## src/tts_pkg.sv

```systemverilog
// shared types and constants for the trilinear tsdf sampler
// used by tts_ctrl, tts_datapath and the top level
package tts_pkg;

  typedef enum logic [1:0] {
    ST_OK      = 2'd0,
    ST_OUTSIDE = 2'd1,
    ST_MISSING = 2'd2,
    ST_NOCOVER = 2'd3
  } status_t;

  typedef enum logic [2:0] {
    CFG_ORIGIN_X = 3'd0,
    CFG_ORIGIN_Y = 3'd1,
    CFG_ORIGIN_Z = 3'd2,
    CFG_INV_VOX  = 3'd3,
    CFG_RES_X    = 3'd4,
    CFG_RES_Y    = 3'd5,
    CFG_RES_Z    = 3'd6,
    CFG_REQ_ALL  = 3'd7
  } cfg_idx_t;

  localparam int unsigned NUM_CFG = 8;

  typedef enum logic [3:0] {
    S_CLEAR,
    S_IDLE,
    S_MUL,
    S_GRID,
    S_CORNER,
    S_WMUL,
    S_ACC,
    S_CHECK,
    S_DIV,
    S_OUT
  } state_t;

  // controller to datapath
  typedef struct packed {
    logic clear_step;
    logic load;
    logic do_mul;
    logic do_grid;
    logic corner_rd;
    logic do_wmul;
    logic do_acc;
    logic mark_missing;
    logic div_start;
    logic div_step;
    logic set_result;
    logic [2:0] corner;
  } dp_cmd_t;

  // datapath to controller
  typedef struct packed {
    logic clear_done;
    logic is_write;
    logic outside;
    logic corner_fail;
    logic no_cover;
    logic div_done;
  } dp_stat_t;

endpackage

```

## src/tts_ctrl.sv

```systemverilog
// controller state machine of the sampler: clearing pass, corner walk, divide
// depends on tts_pkg
module tts_ctrl
  import tts_pkg::*;
(
  input  logic     clk,
  input  logic     rst,
  input  logic     in_valid,
  output logic     in_stall,
  output logic     out_valid,
  input  logic     out_stall,
  input  logic     req_all,
  input  dp_stat_t stat,
  output dp_cmd_t  cmd
);

  state_t state, state_next;
  logic [2:0] corner, corner_next;
  logic outv, outv_next;

  always_ff @(posedge clk) begin
    if (rst) begin
      state  <= S_CLEAR;
      corner <= '0;
      outv   <= 1'b0;
    end else begin
      state  <= state_next;
      corner <= corner_next;
      outv   <= outv_next;
    end
  end

  assign out_valid = outv;

  always_comb begin
    state_next  = state;
    corner_next = corner;
    outv_next   = outv && out_stall;
    cmd         = '0;
    cmd.corner  = corner;
    in_stall    = 1'b1;
    unique case (state)
      S_CLEAR: begin
        cmd.clear_step = 1'b1;
        if (stat.clear_done) state_next = S_IDLE;
      end
      S_IDLE: begin
        in_stall = 1'b0;
        if (in_valid) begin
          cmd.load = 1'b1;
          if (!stat.is_write) state_next = S_MUL;
        end
      end
      S_MUL: begin
        cmd.do_mul = 1'b1;
        state_next = S_GRID;
      end
      S_GRID: begin
        cmd.do_grid = 1'b1;
        corner_next = '0;
        state_next  = S_CORNER;
      end
      S_CORNER: begin
        if (stat.outside) begin
          state_next = S_OUT;
        end else begin
          cmd.corner_rd = 1'b1;
          state_next    = S_WMUL;
        end
      end
      S_WMUL: begin
        cmd.do_wmul = 1'b1;
        state_next  = S_ACC;
      end
      S_ACC: begin
        if (stat.corner_fail && req_all) begin
          cmd.mark_missing = 1'b1;
          state_next       = S_OUT;
        end else begin
          cmd.do_acc = 1'b1;
          corner_next = corner + 3'd1;
          state_next  = (corner == 3'd7) ? S_CHECK : S_CORNER;
        end
      end
      S_CHECK: begin
        if (stat.no_cover) begin
          state_next = S_OUT;
        end else begin
          cmd.div_start = 1'b1;
          state_next    = S_DIV;
        end
      end
      S_DIV: begin
        cmd.div_step = 1'b1;
        if (stat.div_done) state_next = S_OUT;
      end
      S_OUT: begin
        if (!outv || !out_stall) begin
          cmd.set_result = 1'b1;
          outv_next      = 1'b1;
          state_next     = S_IDLE;
        end
      end
      default: state_next = S_IDLE;
    endcase
  end

endmodule

```

## config.mk

```make
export PLATFORM = sky130hd
export DESIGN_NAME = tts_ctrl
export DESIGN_NICKNAME = d
export VERILOG_FILES = /design/src/tts_pkg.sv /design/src/tts_ctrl.sv
export SDC_FILE = /design/constraint.sdc
export NUM_CORES = 1
export LEC_CHECK = 0
export ABC_AREA = 1
export CELL_PAD_IN_SITES_DETAIL_PLACEMENT = 0
export CELL_PAD_IN_SITES_GLOBAL_PLACEMENT = 1
export CORE_ASPECT_RATIO = 0.8
export CORE_UTILIZATION = 34
export DETAILED_ROUTE_END_ITERATION = 12
export DONT_BUFFER_PORTS = 1
export HOLD_SLACK_MARGIN = 0.1
export PLACE_DENSITY_LB_ADDON = 0.15
export REMOVE_ABC_BUFFERS = 1
export SLEW_MARGIN = 30
export SYNTH_ARGS = -nofsm -noshare
export SYNTH_HDL_FRONTEND = slang
export SYNTH_SLANG_ARGS = --single-unit
```

## constraint.sdc

```tcl
create_clock -name clk -period 1.2 [get_ports clk]
set_input_delay 0.24 -clock clk [delete_from_list [all_inputs] [get_ports clk]]
set_output_delay 0.24 -clock clk [all_outputs]
set_load 0.01 [all_outputs]
```

Yosys cells after proc, flatten, opt, wreduce, memory -nomap -nowiden
Cells that the tools add are included.

Register bits after elaboration: 8. Bits of input ports: 11. Word-level logic and storage cells: 60.

$add $sub $neg: 1. Equal/unequal tests: 16. Multiplexer cells: 31. Reduce and logical (&&, ||, !) cells: 9.

Operators with widths (number): 4-bit one-hot mux with 10 select lines (1); 4-bit 2-to-1 mux (7); 1-bit 2-to-1 mux (19); 4-bit by 3-bit equality test with 1-bit output (second input constant) (4); 2-bit != test (second input constant) (6); 4-bit by 2-bit equality test with 1-bit output (second input constant) (2); 4-bit equality test (second input constant) (2); 3-bit one-hot mux with 2 select lines (1); 5-bit AND reduction (1); 4-bit by 1-bit equality test with 1-bit output (second input constant) (1); 4-bit logical NOT (1); 2-bit 2-to-1 mux (2); 3-bit by 1-bit adder with 3-bit output (second input constant) (1); 3-bit equality test (second input constant) (1); 3-bit 2-to-1 mux (1); 1-bit logical AND (2); 1-bit logical NOT (2); 2-bit AND reduction (1); 2-bit nonzero test (1); 1-bit logical OR (1).

Depth between registers and ports, before layout
Depth in word-level cells: 4. Mapped depth: 10. Mapped depth without buffers: 10.

Least setup slack after synthesis
Ideal clock, no wire load.

Path kind: register -> register. Start point: reg corner[0]. End point: reg state[0]. Setup time: 0.109 ns. Data arrival time: 1.126 ns. Data required time: 1.091 ns. Slack: -0.035 ns. Cell stages (with the launch flop): 11. Buffers on the path: 0. Cells stage by stage: dfxtp_1 > ha_1 > ha_1 > inv_1 > nand2_1 > nand3_1 > nand2_1 > nor2_1 > nand3_1 > nand2_1 > inv_1.

Longest elaborated chain between the ends: 4.

Ends and longest elaborated chain: from (decl) (RTL line tts_ctrl.sv:18) `logic [2:0] corner, corner_next;`; from (signal assigned) (RTL line tts_ctrl.sv:28) `corner <= corner_next;`; 3-bit equality test (RTL line tts_ctrl.sv:82) `state_next = (corner == 3'd7) ? S_CHECK : S_CORNER;`; 2-bit 2-to-1 mux (RTL line tts_ctrl.sv:82); 4-bit 2-to-1 mux (RTL line tts_ctrl.sv:76) `if (stat.corner_fail && req_all) begin`; 4-bit one-hot mux with 10 select lines (RTL line tts_ctrl.sv:42) `unique case (state)`; to (signal assigned) (RTL line tts_ctrl.sv:27) `state <= state_next;`; to (decl) (RTL line tts_ctrl.sv:17) `state_t state, state_next;`.

Every way passes these cells. A chain may end at the register's enable or synchronous reset.

Worst setup path in the final report
Start point: reg state[2]. End point: out cmd[9] (netlist name).

Longest elaborated chain between the ends: 2.

Ends and longest elaborated chain: 4-bit by 3-bit equality test with 1-bit output (RTL line tts_ctrl.sv:42); 1-bit 2-to-1 mux (RTL line tts_ctrl.sv:42); to (decl) (RTL line tts_ctrl.sv:14) `output dp_cmd_t cmd`.

Every way passes these cells.

==> reports/qor.csv <==
stage,metric,value,unit
outcome,status,"complete, but fails checks",
outcome,violations,negative setup slack,
sta,hold_violations,0,
grt,antenna_found_initial,0,
clock_tree,cts_tree,built,
yosys,syn_area,601,sq um
routing,ant_nets,0,
sta,max_freq,0.716,GHz
yosys,yosysMostFrequentCell,nand2_1,
grt,grt_max_degree,7,
sta,slew_violations,0,
routing,via_per_inst,4.99,
setup_path,critPathLaunchType,flip-flop,
sta,period_minus_slack,1400,ps
clock_tree,ctsLongestPathBuffers,2,
setup_path,cp_max_fo,5,
routing,vias,743,
power,p_switching,0.000363,W
yosys,async_reset_ff_share,0,%
power,p_int,0.000565,W
grt,met3_usage,4.65,%
sta,slew_headroom,84.2,%
yosys,synth_top_area_share,26.7,%
power,clockPowerShare,22.3,%
yosys,seq_area_frac_synth,26.7,%
power,p_comb_share,41.2,%
floorplanning,ioPinCount,27,
yosys,synth_edf_count,0,
final_layout,fillers,150,
power,p_sw_share,39.1,%
grt,top_usage_layer,met2,
clock_tree,numCtsBuffers,3,
setup_path,crit_end,cmd[9],
setup_path,critPathCaptureType,output pin,
grt,grt_pass1_vias,646,
floorplanning,start_util,36.6,%
yosys,avgSynthCellArea,5.95,sq um
run,cap_violations,0,
sta,setup_viol,19,
final_layout,drive_above_1_share,55.9,%
setup_path,worstPathRequired,960,ps
sta,min_period_over_period,116,%
yosys,synth_common_cells,"nand2_1 (23), inv_1 (15), nor2_1 (13), nand3_1 (12), dfxtp_1 (8)",
placement,io_buffers,0,
grt,grt_pass1_wl,2.75,mm
worst_hold_path,hold_path.class,primary input to flip-flop,
floorplanning,coreArea,1640,sq um
setup_path,path_class,flip-flop to output pin,
routing,post_drt_wl_per_cell,12.4,microns
final_layout,final_cells,149,
placement,place_inst,138,
floorplanning,dieArea,1940,sq um
clock_tree,clk_pin_slew,50,ps
clock_tree,cts-root-buf,clkbuf_4,
placement,place.gp.congestion,0.761,
placement,place_hpwl,1.25,mm
yosys,ys_ff_latch,8,
clock_tree,h-tree-depth,1,
final_layout,n_antenna_cell,0,
routing,drc_errors,0,
clock_tree,cts_sinks,8,
routing,drt_wl_total,1.85,mm
setup_path,crit_start,state[2],
setup_path,r2r-start,state[1],
floorplanning,num_rows,13,
grt,grt_use_met2,33.0,%
sta,setup_ws,-196,ps
clock_tree,clock_latency,260,ps
yosys,synth_cell_type_count,17,
power,p_total,0.000928,W
power,vdd.ir_drop.worst,0.672,mV
grt,grt_usage,20.1,%
grt,met1_usage,24.2,%
placement,place_ws,-74.3,ps
routing,drtIter0Drc,5,
floorplanning,die_h,39.6,microns
power,p_leak,0.485,nW
sta,worst_pin_slew,234,ps
setup_path,regToRegEndpoint,corner[0],
setup_path,crit_arrival,1160,ps
setup_path,reg2reg_depth,7,
yosys,yosys.area.top_type,dfxtp_1,
floorplanning,die_x,49.0,microns
grt,grt_overflow_total,0,
sta,skew,2.96,ps
routing,first_pass_iters,4,
final_layout,final_util,61.1,%
sta,rsz0062_at_grt,true,
power,p_per_area,924,nW/um^2
yosys,postSynthCellCount,101,
yosys,synth_ff_type,dfxtp_1,
final_layout,area_delta_synth_final,67.1,%
yosys,synthTopCellsByArea,"dfxtp_1 (27%), nand2_1 (14%), nand3_1 (10%)",
final_layout,nNetsFinal,142,
setup_path,r2r_slack,-90,ps
power,pwr-share-seq,36.5,%
yosys,yosysWarnings,0,
registers in the layout, summed over array words and instances, names as in the netlist:
name	count
corner	3
out_valid	1
state	4
cells by family after synthesis:
kind of cell / synth area share [%]
AND/OR/NAND/NOR: 48.1
buffers and inverters: 11.9
AO/OA/AOI/OAI: 9.16
flip-flops: 26.7
adder cells (fa/ha/maj): 4.17
worst min-delay path by stage:
| stage | start | endpoint | cells past startpoint |
|---|---|---|---|
| after global routing | rst | state[0] | 3 |
| final | rst | state[0] | 3 |
| after CTS | rst | state[0] | 3 |
| after detailed placement | rst | state[2] | 1 |
| after floorplan | rst | out_valid | 1 |
| after global placement | rst | state[3] | 1 |
cell type report:
type / count / area, sq um / area share, %
tap: 22 / 27.5 / 2.74
inverter: 19 / 83.8 / 8.35
multi-input combinational: 74 / 490 / 48.9
timing repair buffer: 23 / 201 / 20.1
sequential: 8 / 178 / 17.7
clock buffer: 3 / 22.5 / 2.24
critical path, cell delays in order (launching register included):
cell and delay, ps:
dfxtp_4 410, inv_4 50, nor2_4 150, nand2_2 80
nor2_2 100, buf_6 120
repair_timing:
| action | 4_1_cts | 5_1_grt |
|---|---|---|
| setup buffers | 2 | 5 |
| gates resized for setup | 28 | 32 |
| endpoints found under the hold margin | 4 | 0 |
| endpoints found under the setup margin | 18 | 19 |
| pin swaps | 5 | 9 |
| hold buffers | 1 | 0 |
cell usage in the layout (no fill, tap or decap), types with 4 or more instances in the layout:
cell type / instances
a21oi_1: 4
buf_4: 15
buf_6: 7
dfxtp_4: 4
inv_1: 9
inv_2: 6
nand2_1: 14
nand2_2: 9
nand3_1: 9
nand3_2: 4
nor2_1: 9
nor2_4: 8
o21ai_1: 5
through the flow:
stage          area [sq um]  setup TNS (ps)  hold WS (ps)
6_report               1000           -1790           144
5_1_grt                1000           -3110           139
4_1_cts                 871           -1880           110
3_5_place_dp            741            -399           311
3_3_place_gp            741            -466           310
2_1_floorplan           601           -45.9           309
power by group through the flow:
stage               logic, W  clock network (W)  registers [W]
finish              0.000383           0.000207       0.000338
global route        0.000419           0.000229       0.000342
floorplan           0.000179                  0       0.000321
global placement    0.000263                  0       0.000323
detailed placement  0.000261                  0       0.000321
CTS                 0.000309           0.000218       0.000329
metal layers:
layer	share of wire (%)	wire, microns
met3	4.7	87
met1	46	841
met4	2.4	44
met2	47	873
met5	0	0
No activity file was read; power rests on OpenSTA's default activity.
